### src/hdl/stli_pkg.sv
// package: types, constants and helpers for the sorted table interpolator
`timescale 1ns / 1ps
package stli_pkg;

  localparam int unsigned TableDepth = 512;
  localparam int unsigned ValueWidth = 32;
  localparam int unsigned KeyWidth   = 40;
  localparam int unsigned NumQty     = 6;
  localparam int unsigned AddrWidth  = $clog2(TableDepth);
  localparam int unsigned CountWidth = $clog2(TableDepth + 1);
  localparam int unsigned RowWidth   = KeyWidth + NumQty * ValueWidth;
  localparam int unsigned MinInterp  = 2;
  // magnitude of a difference and the exact product width
  localparam int unsigned DiffWidth  = ValueWidth + 1;
  localparam int unsigned ProdWidth  = ValueWidth + KeyWidth;

  localparam logic [2:0] StStored   = 3'd0;
  localparam logic [2:0] StExact    = 3'd1;
  localparam logic [2:0] StInterp   = 3'd2;
  localparam logic [2:0] StOutside  = 3'd3;
  localparam logic [2:0] StTooFew   = 3'd4;
  localparam logic [2:0] StFull     = 3'd5;

  localparam logic CmdInsert = 1'b0;
  localparam logic CmdQuery  = 1'b1;

  typedef logic signed [ValueWidth-1:0] val_t;

  typedef struct packed {
    logic                cmd;
    logic [KeyWidth-1:0] time_key;
    val_t                polar_x;
    val_t                polar_y;
    val_t                ut1_minus_utc;
    val_t                length_of_day;
    val_t                pole_offset_x;
    val_t                pole_offset_y;
  } req_t;

  typedef struct packed {
    logic [2:0] status;
    val_t       out_polar_x;
    val_t       out_polar_y;
    val_t       out_ut1_minus_utc;
    val_t       out_length_of_day;
    val_t       out_pole_offset_x;
    val_t       out_pole_offset_y;
  } rsp_t;

  // commands from the controller to the datapath
  typedef struct packed {
    logic                 load_req;    // capture the request
    logic                 rd_en;       // read row at rd_addr
    logic [AddrWidth-1:0] rd_addr;
    logic                 cap_hi;      // registered read data is the upper entry
    logic                 cap_lo;      // registered read data is the lower entry
    logic                 wr_en;
    logic [AddrWidth-1:0] wr_addr;
    logic                 wr_shift;    // write last read row instead of request
    logic                 div_start;
    logic                 out_load;
    logic [2:0]           out_status;
    logic                 out_hit;     // result from upper entry as is
  } ctl_t;

  // status from the datapath to the controller
  typedef struct packed {
    logic                cmd;
    logic [KeyWidth-1:0] key;
    logic [KeyWidth-1:0] rd_key;    // key of registered read row
    logic                div_busy;
  } sts_t;

endpackage

### src/hdl/stli_ctrl.sv
// controller: search, shift, write and result sequencing
`timescale 1ns / 1ps
module stli_ctrl (
  input  logic             clk_i,
  input  logic             rst_ni,
  input  logic             in_valid_i,
  output logic             in_stall_o,
  output logic             out_valid_o,
  input  logic             out_stall_i,
  input  stli_pkg::sts_t   sts_i,
  output stli_pkg::ctl_t   ctl_o
);
  import stli_pkg::*;

  localparam logic [3:0] S_IDLE  = 4'd0;
  localparam logic [3:0] S_RD    = 4'd1;
  localparam logic [3:0] S_CMP   = 4'd2;
  localparam logic [3:0] S_DEC   = 4'd3;
  localparam logic [3:0] S_SHRD  = 4'd4;
  localparam logic [3:0] S_SHWR  = 4'd5;
  localparam logic [3:0] S_LORD  = 4'd6;
  localparam logic [3:0] S_LOCAP = 4'd7;
  localparam logic [3:0] S_DIV   = 4'd8;
  localparam logic [3:0] S_WAIT  = 4'd9;
  localparam logic [3:0] S_OUT   = 4'd10;
  localparam logic [3:0] S_DIVGO = 4'd11;

  logic [3:0]            state_q, state_d;
  logic [CountWidth-1:0] count_q, count_d;
  logic [CountWidth-1:0] pos_q, pos_d;
  logic [CountWidth-1:0] idx_q, idx_d;
  logic [KeyWidth-1:0]   first_q, first_d, last_q, last_d;
  logic                  hit_q, hit_d;
  logic                  ovalid_q, ovalid_d;
  logic [2:0]            st_q, st_d;
  logic                  outside;

  assign outside = (count_q == '0) || (sts_i.key < first_q) || (sts_i.key > last_q);

  always_comb begin
    state_d  = state_q;
    count_d  = count_q;
    pos_d    = pos_q;
    idx_d    = idx_q;
    first_d  = first_q;
    last_d   = last_q;
    hit_d    = hit_q;
    st_d     = st_q;
    ovalid_d = ovalid_q && out_stall_i;
    ctl_o    = '0;
    ctl_o.out_status = st_q;
    ctl_o.out_hit    = hit_q;
    ctl_o.rd_addr    = pos_q[AddrWidth-1:0];
    case (state_q)
      S_IDLE: begin
        if (in_valid_i) begin
          ctl_o.load_req = 1'b1;
          pos_d   = '0;
          hit_d   = 1'b0;
          state_d = S_RD;
        end
      end
      // linear search: read entry at pos
      S_RD: begin
        if (pos_q >= count_q) begin
          state_d = S_DEC;
        end else begin
          ctl_o.rd_en = 1'b1;
          state_d = S_CMP;
        end
      end
      S_CMP: begin
        ctl_o.cap_hi = 1'b1;
        if (sts_i.rd_key < sts_i.key) begin
          pos_d   = pos_q + 1'b1;
          state_d = S_RD;
        end else begin
          hit_d   = (sts_i.rd_key == sts_i.key);
          state_d = S_DEC;
        end
      end
      S_DEC: begin
        if (sts_i.cmd == CmdInsert) begin
          if (hit_q) begin
            ctl_o.wr_en   = 1'b1;
            ctl_o.wr_addr = pos_q[AddrWidth-1:0];
            st_d    = StStored;
            hit_d   = 1'b0;
            state_d = S_OUT;
          end else if (count_q >= CountWidth'(TableDepth)) begin
            st_d    = StFull;
            state_d = S_OUT;
          end else begin
            idx_d   = count_q;
            state_d = S_SHRD;
          end
        end else if (outside) begin
          st_d = StOutside; hit_d = 1'b0; state_d = S_OUT;
        end else if (hit_q) begin
          st_d = StExact; state_d = S_OUT;
        end else if (count_q <= CountWidth'(MinInterp) || pos_q == '0) begin
          st_d = (pos_q == '0) ? StOutside : StTooFew;
          state_d = S_OUT;
        end else begin
          state_d = S_LORD;
        end
      end
      // shift entries up by one from the top
      S_SHRD: begin
        if (idx_q == pos_q) begin
          ctl_o.wr_en   = 1'b1;
          ctl_o.wr_addr = pos_q[AddrWidth-1:0];
          count_d = count_q + 1'b1;
          if (count_q == '0) begin
            first_d = sts_i.key; last_d = sts_i.key;
          end else if (sts_i.key < first_q) begin
            first_d = sts_i.key;
          end else if (sts_i.key > last_q) begin
            last_d = sts_i.key;
          end
          st_d    = StStored;
          state_d = S_OUT;
        end else begin
          ctl_o.rd_en   = 1'b1;
          ctl_o.rd_addr = AddrWidth'(idx_q - 1'b1);
          state_d = S_SHWR;
        end
      end
      S_SHWR: begin
        ctl_o.wr_en    = 1'b1;
        ctl_o.wr_shift = 1'b1;
        ctl_o.wr_addr  = idx_q[AddrWidth-1:0];
        idx_d   = idx_q - 1'b1;
        state_d = S_SHRD;
      end
      // fetch lower bracket and run the divider
      S_LORD: begin
        ctl_o.rd_en   = 1'b1;
        ctl_o.rd_addr = AddrWidth'(pos_q - 1'b1);
        state_d = S_LOCAP;
      end
      S_LOCAP: begin
        ctl_o.cap_lo = 1'b1;
        state_d = S_DIVGO;
      end
      S_DIVGO: begin
        ctl_o.div_start = 1'b1;
        state_d = S_DIV;
      end
      S_DIV: begin
        state_d = S_WAIT;
      end
      S_WAIT: begin
        if (!sts_i.div_busy) begin
          st_d = StInterp; state_d = S_OUT;
        end
      end
      // load result once the output register is free
      S_OUT: begin
        if (!ovalid_q || !out_stall_i) begin
          ctl_o.out_load = 1'b1;
          ovalid_d = 1'b1;
          state_d  = S_IDLE;
        end
      end
      default: state_d = S_IDLE;
    endcase
  end

  always_ff @(posedge clk_i or negedge rst_ni) begin
    if (!rst_ni) begin
      state_q  <= S_IDLE;
      count_q  <= '0;
      pos_q    <= '0;
      idx_q    <= '0;
      first_q  <= '0;
      last_q   <= '0;
      hit_q    <= 1'b0;
      st_q     <= StStored;
      ovalid_q <= 1'b0;
    end else begin
      state_q  <= state_d;
      count_q  <= count_d;
      pos_q    <= pos_d;
      idx_q    <= idx_d;
      first_q  <= first_d;
      last_q   <= last_d;
      hit_q    <= hit_d;
      st_q     <= st_d;
      ovalid_q <= ovalid_d;
    end
  end

  assign in_stall_o  = (state_q != S_IDLE);
  assign out_valid_o = ovalid_q;

  // entry count never exceeds the table depth
  assert property (@(posedge clk_i) disable iff (!rst_ni) count_q <= CountWidth'(TableDepth))
    else $error("entry count above depth");
  // count grows by at most one per request
  assert property (@(posedge clk_i) disable iff (!rst_ni)
    count_q == $past(count_q) || count_q == $past(count_q) + 1'b1)
    else $error("entry count jumped");
  // span bounds ordered once the table holds entries
  assert property (@(posedge clk_i) disable iff (!rst_ni) count_q != '0 |-> first_q <= last_q)
    else $error("first key above last key");

endmodule

### config.mk
export PLATFORM = sky130hd
export DESIGN_NAME = stli_ctrl
export DESIGN_NICKNAME = d
export VERILOG_FILES = /design/src/hdl/stli_pkg.sv /design/src/hdl/stli_ctrl.sv
export SDC_FILE = /design/constraint.sdc
export NUM_CORES = 1
export LEC_CHECK = 0
export BUFFER_PORTS_ARGS = -buffer_cell sky130_fd_sc_hd__buf_2
export CAP_MARGIN = 20
export CORE_MARGIN = 2
export CORE_UTILIZATION = 39
export DETAILED_ROUTE_END_ITERATION = 10
export GPL_ROUTABILITY_DRIVEN = 1
export SLEW_MARGIN = 20
export SYNTH_ARGS = -nofsm -noshare
export SYNTH_HDL_FRONTEND = slang
export SYNTH_SLANG_ARGS = --single-unit
### constraint.sdc
create_clock -name clk_i -period 3.4 [get_ports clk_i]
set_input_delay 0.17 -clock clk_i [delete_from_list [all_inputs] [get_ports clk_i]]
set_output_delay 0.17 -clock clk_i [all_outputs]
set_load 0.01 [all_outputs]
==> results of run 1 <==
cells by family (layout without fill, tap and decap cells):
logic type | count (synthesis) | count (layout) | synth area share (%)
and+or+nand+nor | 279 | 279 | 15.0
AOI/OAI and AO/OA | 249 | 249 | 17.3
buffers and inverters | 177 | 316 | 7.77
adders and majority gates | 134 | 134 | 18.8
DFF | 119 | 119 | 33.3
muxes | 43 | 43 | 4.89
xor gates and xnor gates | 30 | 30 | 2.94
stage by stage:
step / power (uW) / utilization [%] / instance area [sq um] / cells
floorplan: 3480 / - / 8940 / 1031
global placement: 4120 / 44.0 / 9920 / 1420
detailed placement: 4160 / 44.0 / 9920 / 1420
CTS: 6250 / 47.1 / 10600 / 1455
global route: 6690 / 47.1 / 10600 / 1455
finish: 6200 / 47.1 / 10600 / 1455
state kept, by name, indices dropped and copies added, names as in the netlist:
| name | count |
|---|---|
| out_valid_o | 1 |
| first_q | 40 |
| st_q | 3 |
| pos_q | 10 |
| idx_q | 10 |
| hit_q | 1 |
| count_q | 10 |
| last_q | 40 |
| state_q | 4 |
report_power, final:
part           switching, uW  total, uW  internal (uW)
sequential               237       1980           1740
combinational           1270       2170            899
clock                    677       2050           1380
path summary, 6_finish.rpt:
kind / start / end / slack, ps / depth (start not counted)
worst max-delay path: pos_q[0] / ctl_o[27] / 320 / 8
min in group asynchronous: rst_ni / last_q[28] / 310 / 2
worst min-delay path: sts_i[56] / first_q[15] / 20 / 3
worst min register to register: first_q[0] / first_q[0] / 510 / 1
max in group asynchronous: rst_ni / out_valid_o / 2300 / 3
worst max register to register: last_q[22] / last_q[27] / 390 / 12
routing by layer:
layer	track usage, %	wire (um)
met5	0	0
met4	6.60	446
met3	3.70	1130
met2	32.7	10800
met1	28.1	11300
area by class of cell:
type / count / share of cell area [%]
clock buffer: 21 / 4.52
sequential: 119 / 28.0
clock inverter: 11 / 1.82
timing repair buffer: 142 / 7.60
tap: 285 / 3.35
multi-input combinational: 735 / 49.7
inverter: 142 / 5.01
worst max-delay path, stage by stage, from the launching register on:
cell and delay [ps]:
sky130_fd_sc_hd__dfrtp_1 370, sky130_fd_sc_hd__inv_1 140, sky130_fd_sc_hd__ha_1 230, sky130_fd_sc_hd__or3b_1 390
sky130_fd_sc_hd__or3_1 360, sky130_fd_sc_hd__or3_1 330, sky130_fd_sc_hd__or2_2 280, sky130_fd_sc_hd__a32o_1 250
sky130_fd_sc_hd__buf_2 140
Yosys cell counts, drive strengths merged, types with 4 or more instances:
cell	n
a21o	22
nand2b	9
a22o	5
nand4	29
nand2	111
nor4	12
nor3	15
o21ai	82
mux2i	41
a211oi	6
dfrtp	119
nor2b	7
nor2	51
o22ai	6
inv	141
o311ai	4
clkbuf	18
or3	7
a31oi	7
nand3	22
xnor2	22
o211ai	12
buf	17
xor2	8
a21oi	69
ha	134
==> impl.org, run 1 <==
** CTS
- The clock drives 119 sinks.
- After clock tree synthesis, the clock-pin slew on the worst setup and hold paths is 60 ps.
- The H-tree was split into 4 levels.
- The clock passes through at most 2 buffers.
- The number of hold buffers added after CTS was 3.
- CTS tree :: yes
- In this run the post-CTS setup repair buffer count came out at 0.
- Cts repair resizes :: 0
- The tree is rooted in a sky130_fd_sc_hd__clkbuf_16.
- Buffers inserted during clock tree synthesis total 17.
- Clock insertion delay at the later pin of the skew report :: 420 ps

** Floorplanning
- Die extent in x :: 155 um
- Row count :: 55
- In this run the standard cell core region covers 22600 sq um.
- Measured along the y axis, the die boundary spans 155 um.
- 118 I/O pins were placed.
- The die covers 24100 sq um.
- Initial Util :: 39.6%

** Timing
- Ratio of final minimum period to clock period :: 90.6%
- At the pin with the least slew margin, the transition time is 829 ps.
- Minimum hold slack :: 19.5 ps
- Number of hold violations in the final report :: 0
- Setup slack closes at 321 ps.
- Setup repair after global routing left no endpoint under its margin.
- Measured against its own limit, the worst slew margin works out to 44.7%.
- Setup violations remaining at the end of the flow were counted as 0.
- Sum of negative setup slack :: 0 ps
- Min Tclk post-route :: 3080 ps
- Max Slew Vio Count :: 0
- Maximum achievable frequency :: 0.325 GHz
- Final setup skew :: 13.5 ps

** Finish
- Of the cells placed in the final design, the portion with a size suffix greater than 1 is 16.1%.
- Number of filler cells placed in the layout :: 2232
- Relative to the synthesized area, the layout overhead comes to 18.9%.
- The number of antenna diodes in the final layout is 0.
- In the layout the commonest cells are sky130_fd_sc_hd__inv_1 (141), sky130_fd_sc_hd__ha_1 (134), sky130_fd_sc_hd__dfrtp_1 (119).
- Summing all flip-flop and latch instances after layout gives 2980 sq um.
- At the end of the flow, the number of nets in the layout was 1377.
- Most common library cell in the layout ignoring fill and taps :: sky130_fd_sc_hd__inv_1
- Multi-input logic area :: 5280 sq um

** Synth
- Leading cell types by total area after synthesis :: sky130_fd_sc_hd__dfrtp_1 (33%), sky130_fd_sc_hd__ha_1 (19%), sky130_fd_sc_hd__inv_1 (5.9%)
- Summed over all instances, the cell type with the most area after synthesis is sky130_fd_sc_hd__dfrtp_1.
- Number of nets in the synthesized netlist :: 1251
- The cell area that synthesis handed to floorplanning was 8940 sq um.
- Number of register bits inferred by synthesis :: 119
- Post-synth ARST share :: 100%
- Sequential elements use 33.3% of the synthesized area.
- After technology mapping, the gate count stands at 1031.
- Synthesis warning total :: 0
- Yosys mapped a number of flops with a built-in enable equal to 0.
- Summed over its instances, the top area cell type makes up 33.3% of the synthesized netlist area.
- Counting distinct cell types in the post-synthesis netlist gives 70.
- Each instance of the synthesized netlist takes up on average 8.67 sq um.
- Ys flop type :: sky130_fd_sc_hd__dfrtp_1

** Drt
- Drc violations :: 0
- After detailed routing, the average wire length per cell comes to 16.3 um.
- Wires add up to 23.6 mm.
- After detailed routing, the number of vias per cell comes to 5.32.
- Iteration count of the initial detailed-routing pass :: 5
- The detailed router finished its first iteration with 397 violations.
- Number of nets with antenna violations after routing :: 0
- The routed layout has 7747 vias.

** Critical path
- STA classifies the critical path startpoint as a flip-flop.
- STA classifies the critical path endpoint as an output pin.
- Data on the critical path is required at its endpoint by 3230 ps.
- Crit path max fanout :: 4
- Setup CP Type :: flip-flop to output pin
- Data on the critical path arrives at its endpoint at 2910 ps.

** Place
- HPWL Detailed :: 18.4 mm
- The congestion estimate from routability-driven global placement came to 0.867.
- Timing analysis after detailed placement gives a worst setup slack of 348 ps.
- The count of buffers added on input and output ports is 117.

** Power and ir drop
- Power spread over the standard cell area amounts to 584 nW/um^2.
- Leakage dissipation :: 0.00552 uW
- IR analysis of the VDD net gives a maximum drop of 0.302 mV.

** GRT
- Overall track demand over capacity in global routing :: 20.5%
- First-pass GRT wire length :: 39.0 mm
- Via count of the first global-routing pass :: 7768
- Global routing finished with a remaining overflow of 0.
- The number of antenna violations at the first check in global routing came to 0.
- Maximum number of pins on one net before global-route repair :: 51

** Flow run
- The tool flagged a number of max-cap violations equal to 0.

** Run status
- Run status :: finished, final reports clean

** Hold path
- Classification of the worst-slack hold path :: input pin to flip-flop
(Power assumes the default switching activity.)
==> inputs of run 2 (changes only) <==
--- a/config.mk
+++ b/config.mk
@@ -5,7 +5,7 @@
 export SDC_FILE = /design/constraint.sdc
 export NUM_CORES = 1
 export LEC_CHECK = 0
-export BUFFER_PORTS_ARGS = -buffer_cell sky130_fd_sc_hd__buf_2
+export BUFFER_PORTS_ARGS = -buffer_cell sky130_fd_sc_hd__buf_4
 export CAP_MARGIN = 20
 export CORE_MARGIN = 2
 export CORE_UTILIZATION = 39
==> run 2 against run 1 <==
Compared with the run above:
- first-iteration DRC count grew 5.3%
- routed wire length grew 1.8%
- clock power shrank 11%
- highest routed layer unchanged
- largest power group unchanged
- largest cell class unchanged
- count of clock-buffer cells in the layout fell by 3
==> impl.org, run 2 (synthesis gave the netlist of run 1 again) <==
** Power and ir drop
- The power share of the sequential group came to 32.7% (was 31.9%).
- Pwr per Cell Area :: 545 nW/um^2 (was 584 nW/um^2)
- Switching power as a share of total power :: 36.1% (was 35.2%)
- The combinational cell fraction of total power came to 37.2% (was 35.0%).
- The reported net switching power came to 2190 uW (was 2180 uW).
- Share of power burned in the clock network :: 30.1% (was 33.1%)
- Internal cell power :: 3870 uW (was 4020 uW)
- The maximum resistive drop on vdd is 0.266 mV (was 0.302 mV).
- Leakage dissipation :: 0.00568 uW (was 0.00552 uW)

** Floorplanning
- Overall die area :: 24100 sq um (unchanged)
- The placeable core region is 22600 sq um (unchanged).
- The initial core utilization is 39.6% (unchanged).
- Row count :: 55 (unchanged)
- Vertical die dimension :: 155 um (unchanged)
- Top Ports :: 118 (unchanged)
- Die extent in x :: 155 um (unchanged)

** Timing
- The number of hold-slack violations in the final timing report came to 0 (unchanged).
- Ratio of final minimum period to clock period :: 92.4% (was 90.6%)
- The time the worst path needs with I/O delays and setup came to 3140 ps (was 3080 ps).
- Least-Margin Pin Slew :: 929 ps (was 829 ps)
- RSZ-0062 raised after global routing: no (unchanged).
- Max Slew Vio Count :: 0 (unchanged)
- The highest clock frequency the design can meet came to 0.318 GHz (was 0.325 GHz).
- Minimum hold slack :: 9.81 ps (was 19.5 ps)
- The aggregate negative setup slack was 0 ps (unchanged).
- The worst slew margin relative to its limit is 38.1% (was 44.7%).
- The number of setup violations in the final report is 0 (unchanged).
- The worst clock skew was 14.1 ps (was 13.5 ps).

** Flow run
- Maximum capacitance violations :: 0 (unchanged)

** Critical path
- The endpoint class of the critical path was a flip-flop (was output pin).
- The startpoint kind of the worst setup timing path was an input pin (was flip-flop).
- Number of buffer and inverter stages on the critical path :: 2 (unchanged)
- The family of cells with the greatest summed delay on the critical path was compound AO/OA/AOI/OAI gates (was simple AND/OR/NAND/NOR gates).
- List of cells traversed by the critical path :: dlygate4sd3_1, buf_4, ha_1, nand4_1, nor2_1, a221o_1, or3_1, a211oi_1, o2111ai_1, o311a_1, o22a_1 (was inv_1, ha_1, or3b_1, or3_1, or3_1, or2_2, a32o_1, buf_2)
- Data required time at the worst endpoint :: 3710 ps (was 3230 ps)
- The worst stage delay on the critical path came to 550 ps (was 390 ps).
- Crit path max fanout :: 6 (was 4)
- Setup CP Type :: input pin to flip-flop (was flip-flop to output pin)
- The highest-delay cell along the critical path is sky130_fd_sc_hd__dlygate4sd3_1 (was sky130_fd_sc_hd__or3b_1).
- The endpoint arrival time on the critical path is 3450 ps (was 2910 ps).

** Finish
- Top library cells by usage in the layout, fill and taps aside: sky130_fd_sc_hd__inv_1 (141), sky130_fd_sc_hd__buf_4 (140), sky130_fd_sc_hd__ha_1 (134) (was sky130_fd_sc_hd__inv_1 (141), sky130_fd_sc_hd__ha_1 (134), sky130_fd_sc_hd__dfrtp_1 (119)).
- The number of fillers in the final layout is 2171 (was 2232).
- Proportion of layout cells with a drive suffix above 1 :: 15.9% (was 16.1%)
- The number of nets in the finished design came to 1405 (was 1377).
- Registers with the most flip-flops :: first_q: 40 flops, last_q: 40 flops (unchanged)
- Antenna Diode Count :: 0 (unchanged)
- The commonest non-fill, non-tap cell in the layout was sky130_fd_sc_hd__inv_1 (unchanged).
- Area delta synth->final :: 24.3% (was 18.9%)

** Place
- GPL Wtd Cong :: 0.833 (was 0.867)
- The port buffer count was 117 (unchanged).
- HPWL Detailed :: 18.6 mm (was 18.4 mm)

** CTS
- Clock buffers created by TritonCTS :: 17 (unchanged)
- Buffer levels on the longest clock path :: 2 (unchanged)
- The total number of clock tree sinks is 119 (unchanged).
- The CTS tree is yes (unchanged).
- Clock insertion delay at the later pin of the skew report :: 420 ps (about the same)
- The cell at the root of the clock tree was sky130_fd_sc_hd__clkbuf_16 (unchanged).
- The total number of H-tree levels is 4 (unchanged).
- The clock transition time at the flip-flop clock pins of the worst setup and hold paths was 60 ps (about the same).

** Drt
- Drt first-iter violations :: 418 (was 397)
- The total wire length is 24.1 mm (was 23.6 mm).
- Vias per inst :: 5.28 (was 5.32)
- Via count :: 7819 (was 7747)
- Drc violations :: 0 (unchanged)
- WL per Instance :: 16.2 um (was 16.3 um)
- Number of nets with antenna violations after routing :: 0 (unchanged)
- Iteration count of the initial detailed-routing pass :: 5 (unchanged)

** GRT
- The pin count of the biggest net entering global routing is 61 (was 51).
- The via count of the first global-routing pass came to 7822 (was 7768).
- Residual overflow from global routing :: 0 (unchanged)
- The number of antenna violations at the first check in global routing is 0 (unchanged).
- The global-route wire length before repair came to 39.7 mm (was 39.0 mm).
- Overall track demand over capacity in global routing :: 20.6% (was 20.5%)

** Run status
- Run status: finished, final reports clean (unchanged).

** Hold path
- The type of the worst min-delay path was input pin to flip-flop (unchanged).
==> run 2: cell type report <==
type                       instances  area (sq um)  area share [%]
clock buffer                      18           429            3.86
clock inverter                    13           158            1.42
inverter                         142           533            4.80
multi-input combinational        735          5280            47.5
sequential                       119          2980            26.8
tap                              285           357            3.21
timing repair buffer             170          1380            12.4
==> run 2: final timing paths <==
check / cells after the start / endpoint / startpoint / slack (ps)
max in group asynchronous: 3 / last_q[11] / rst_ni / 2180
worst max-delay path: 11 / st_q[1] / sts_i[79] / 260
worst min register to register: 1 / first_q[0] / first_q[0] / 510
worst min-delay path: 3 / first_q[24] / sts_i[65] / 10
worst max register to register: 10 / st_q[1] / last_q[31] / 350
min in group asynchronous: 2 / first_q[27] / rst_ni / 390
==> run 2: worst reg2reg max path: stages (launching register included) <==
cell	delay [ps]
sky130_fd_sc_hd__dfrtp_1	360
sky130_fd_sc_hd__inv_1	80
sky130_fd_sc_hd__ha_1	250
sky130_fd_sc_hd__a21oi_1	150
sky130_fd_sc_hd__o21ai_0	130
sky130_fd_sc_hd__a221o_1	310
sky130_fd_sc_hd__or3_1	340
sky130_fd_sc_hd__a211oi_1	380
sky130_fd_sc_hd__o2111ai_1	330
sky130_fd_sc_hd__o311a_1	410
sky130_fd_sc_hd__o22a_1	200
==> run 2: power groups by stage <==
stage                     clock [uW]  sequential, uW  combinational (uW)
after global placement             0            2000                2200
after CTS                       1860            1980                2270
after floorplan                    0            1890                1600
final                           1820            1980                2260
after detailed placement           0            2000                2230
after global routing            1920            2020                2580
==> run 2: per-stage QoR <==
step	cell area [sq um]	setup WS [ps]	instances	power, uW	util, %
CTS	11100	276	1482	6100	49.2
global route	11100	55.0	1482	6530	49.2
global placement	10300	431	1424	4190	45.4
finish	11100	259	1482	6060	49.2
floorplan	8940	620	1031	3480	-
detailed placement	10300	365	1424	4230	45.4
==> run 2: what timing repair did <==
item,4_1_cts,5_1_grt
hold endpoints to repair,84,0
gates resized for setup,0,0
hold buffers,27,0
setup buffers,0,0
==> run 2: routing by layer <==
layer	track usage [%]	wire length [um]	part of all wire [%]
met1	28.2	11600	48
met4	5.20	291	1.2
met5	0	0	0
met2	33.8	11200	47
met3	3.40	912	3.8
==> inputs of run 3 (changes only) <==
--- a/config.mk
+++ b/config.mk
@@ -11,6 +11,7 @@
 export CORE_UTILIZATION = 39
 export DETAILED_ROUTE_END_ITERATION = 10
 export GPL_ROUTABILITY_DRIVEN = 1
+export REMOVE_ABC_BUFFERS = 1
 export SLEW_MARGIN = 20
 export SYNTH_ARGS = -nofsm -noshare
 export SYNTH_HDL_FRONTEND = slang
==> constraint.sdc (replaced) <==
create_clock -name clk_i -period 3.96 [get_ports clk_i]
set_input_delay 0.198 -clock clk_i [delete_from_list [all_inputs] [get_ports clk_i]]
set_output_delay 0.198 -clock clk_i [all_outputs]
set_load 0.02 [all_outputs]
==> run 3 against run 2 <==
Compared with the run above:
- final cell count down 2.6%
- via count down 2.8%
- hold slack better by 8.7 ps
- final area down 3.0%
- count of clock-buffer cells in the layout up 2
- power down 13%
- critical path depth down 1
- register-to-register slack worse by 60 ps
- clock skew down 3.2 ps
- clock power down 10%
- largest power group unchanged
- highest routed layer unchanged
==> impl.org, run 3 (synthesis gave the netlist of run 1 again) <==
** Critical path
- The highest-delay cell along the critical path was sky130_fd_sc_hd__nor4_1 (was sky130_fd_sc_hd__dlygate4sd3_1).
- List of cells traversed by the critical path :: inv_1, ha_1, nand4_1, nor4_1, nand4_1, nor3_1, or3_1, a21o_2, buf_12, mux2i_1 (was dlygate4sd3_1, buf_4, ha_1, nand4_1, nor2_1, a221o_1, or3_1, a211oi_1, o2111ai_1, o311a_1, o22a_1)
- The family of cells with the greatest summed delay on the critical path is simple AND/OR/NAND/NOR gates (was compound AO/OA/AOI/OAI gates).
- The endpoint class of the critical path was a flip-flop (unchanged).
- The worst stage delay on the critical path came to 670 ps (was 550 ps).
- Critical Path Source Type :: flip-flop (was input pin)
- Slack of the worst reg-to-reg path :: 290 ps (was 350 ps)
- The endpoint arrival time on the critical path came to 4000 ps (was 3450 ps).
- The required time reported for the critical path endpoint is 4290 ps (was 3710 ps).
- Number of cells on the critical path :: 10 (was 11)
- The worst-path maximum fanout was 23 (was 6).
- The worst path buffer plus inverter count is 2 (unchanged).
- The kind of critical path is flip-flop to flip-flop (was input pin to flip-flop).
- The cell that appears most often on the critical path is sky130_fd_sc_hd__nand4_1.
- The count of cells along the worst register-to-register path is 10 (unchanged).

** Power and ir drop
- The cell area power density came to 489 nW/um^2 (was 545 nW/um^2).
- Internal cell power :: 3380 uW (was 3870 uW)
- The combinational cell fraction of total power is 36.5% (was 37.2%).
- Final Total Pwr :: 5270 uW (was 6060 uW)
- Peak ir drop on the vdd network :: 0.263 mV (was 0.266 mV)
- Proportion of power drawn by flip-flops and latches :: 32.5% (was 32.7%)
- The proportion of power drawn by the clock network came to 31.0% (was 30.1%).
- The standby leakage power is 0.00553 uW (was 0.00568 uW).
- The share of total power consumed by net switching came to 36.0% (was 36.1%).
- Switching pwr :: 1900 uW (was 2190 uW)

** Drt
- The iteration count of the initial detailed-routing pass came to 5 (unchanged).
- Number of nets with antenna violations after routing :: 0 (unchanged)
- Vias per inst :: 5.27 (was 5.28)
- The number of design rule violations left after detail routing was 0 (unchanged).
- The average wire length per cell after detail routing came to 16.5 um (was 16.2 um).
- Via count :: 7598 (was 7819)
- The total wire length came to 23.9 mm (was 24.1 mm).
- Drt first-iter violations :: 534 (was 418)

** CTS
- Cts repair resizes :: 0 (unchanged)
- Count of buffers added by post-CTS timing repair for setup :: 0 (unchanged)
- The total number of clock tree sinks was 119 (unchanged).
- The clock transition time at the flip-flop clock pins of the worst setup and hold paths is 60 ps (about the same).
- Clock insertion delay at the later pin of the skew report :: 420 ps (about the same)
- CTS tree :: yes (unchanged)
- Hold-fix buffers at CTS :: 1 (was 27)
- Buffer levels on the longest clock path :: 2 (unchanged)
- The cell at the root of the clock tree was sky130_fd_sc_hd__clkbuf_16 (unchanged).
- Clock buffers created by TritonCTS :: 17 (unchanged)
- H-tree depth :: 4 (unchanged)

** GRT
- First-pass GRT wire length :: 39.0 mm (was 39.7 mm)
- Initial antenna violation count :: 0 (unchanged)
- Overall track demand over capacity in global routing :: 20.5% (was 20.6%)
- The pin count of the biggest net entering global routing was 65 (was 61).
- The aggregate global routing overflow was 0 (unchanged).
- The via count of the first global-routing pass was 7410 (was 7822).

** Timing
- Max Slew Vio Count :: 0 (unchanged)
- Final setup skew :: 10.9 ps (was 14.1 ps)
- RSZ-0062 raised after global routing :: no (unchanged)
- The number of setup violations in the final report was 0 (unchanged).
- Minimum hold slack :: 18.5 ps (was 9.81 ps)
- Number of hold violations in the final report :: 0 (unchanged)
- Ratio of final minimum period to clock period :: 92.7%
- The routed design could run at a clock period as short as 3670 ps.
- Based on the critical path, the design can be clocked at up to 0.273 GHz.
- Slew margin rel. :: 42.3% (was 38.1%)
- Least-Margin Pin Slew :: 866 ps (was 929 ps)

** Finish
- Top library cells by usage in the layout, fill and taps aside: sky130_fd_sc_hd__inv_1 (141), sky130_fd_sc_hd__ha_1 (134), sky130_fd_sc_hd__buf_4 (130) (was sky130_fd_sc_hd__inv_1 (141), sky130_fd_sc_hd__buf_4 (140), sky130_fd_sc_hd__ha_1 (134)).
- The antenna diode instance count was 0 (unchanged).
- The commonest non-fill, non-tap cell in the layout was sky130_fd_sc_hd__inv_1 (unchanged).
- Registers with the most flip-flops: first_q: 40 flops, last_q: 40 flops (unchanged).
- Area delta synth->final :: 20.6% (was 24.3%)
- Proportion of layout cells with a drive suffix above 1 :: 15.3% (was 15.9%)
- The number of nets in the finished design came to 1368 (was 1405).
- Number of non-filler instances in the completed layout :: 1443 (was 1482)
- The post-route cell area was 10800 sq um (was 11100 sq um).

** Floorplanning
- The y dimension of the die came to 155 um (unchanged).
- Overall die area :: 24100 sq um (unchanged)
- The number of top-level pins was 118 (unchanged).
- The count of standard-cell rows is 55 (unchanged).
- The die width came to 155 um (unchanged).
- Initial Util :: 39.6% (unchanged)
- The placeable core region was 22600 sq um (unchanged).

** Place
- The port buffer count is 117 (unchanged).
- Number of cells in the design after placement :: 1413 (was 1424)
- Post-Place Cell Area :: 10200 sq um (was 10300 sq um)
- HPWL Detailed :: 18.5 mm (was 18.6 mm)
- GPL Wtd Cong :: 0.895 (was 0.833)

** Run status
- Run status: finished, final reports clean (unchanged).

** Hold path
- The type of the worst min-delay path is input pin to flip-flop (unchanged).
- The number of cells traversed by the worst hold path came to 3 (unchanged).

** Flow run
- The number of max-capacitance violations reported is 0 (unchanged).
==> run 3: changes by cell type in the layout (fill, tap and decap cells not counted), sizes merged <==
cell,delta
clkbuf,+2
clkinv,-2
buf,-11
clkinvlp,-3
dlygate4sd3,-26
bufinv,+1
==> run 3: routing by layer <==
| metal | routed length (um) | track usage [%] | part of all wire [%] | vias to the layer above |
|---|---|---|---|---|
| met4 | 432 | 6.38 | 1.8 | 0 |
| met3 | 1240 | 3.84 | 5.2 | 31 |
| li1 | - | - | - | 3859 |
| met1 | 11600 | 29.3 | 49 | 3536 |
| met5 | 0 | 0 | 0 | - |
| met2 | 10500 | 31.4 | 44 | 172 |
==> run 3: through the flow <==
step	util [%]	setup TNS [ps]	setup WS, ps
detailed placement	45.0	0	374
CTS	47.8	0	330
global placement	45.0	0	344
global route	47.8	0	93.1
finish	47.8	0	290
floorplan	-	-20400	-678
==> run 3: path summary, 6_finish.rpt <==
path | from | to
min in group asynchronous | rst_ni | first_q[28]
max in group asynchronous | rst_ni | last_q[36]
min reg2reg | st_q[1] | st_q[1]
min | sts_i[71] | first_q[30]
max | last_q[22] | last_q[8]
max reg2reg | last_q[22] | last_q[8]
==> run 3: power by group through the flow <==
stage	clock [uW]	sequential [uW]	combinational [uW]
after floorplan	0	1700	1310
after global routing	1720	1750	2200
after global placement	0	1730	1900
final	1630	1710	1930
after detailed placement	0	1730	1920
after CTS	1660	1710	1930
==> run 3: final cells by class <==
type                    count  area, sq um
flip-flops and latches    119         2980
multi-input cells         735         5280
inverters                 142          533
well taps                 285          357
fillers                  2208        11800
repair buffers            133         1030
clock inverters             9          151
clock buffers              20          457
==> run 3: worst register-to-register path: stages (launching register included) <==
cell and delay [ps]:
sky130_fd_sc_hd__dfrtp_1 320, sky130_fd_sc_hd__inv_1 50, sky130_fd_sc_hd__ha_1 310, sky130_fd_sc_hd__nand4_1 170
sky130_fd_sc_hd__nor4_1 670, sky130_fd_sc_hd__nand4_1 310, sky130_fd_sc_hd__nor3_1 500, sky130_fd_sc_hd__or3_1 190
sky130_fd_sc_hd__a21o_2 530, sky130_fd_sc_hd__buf_12 290, sky130_fd_sc_hd__mux2i_1 240
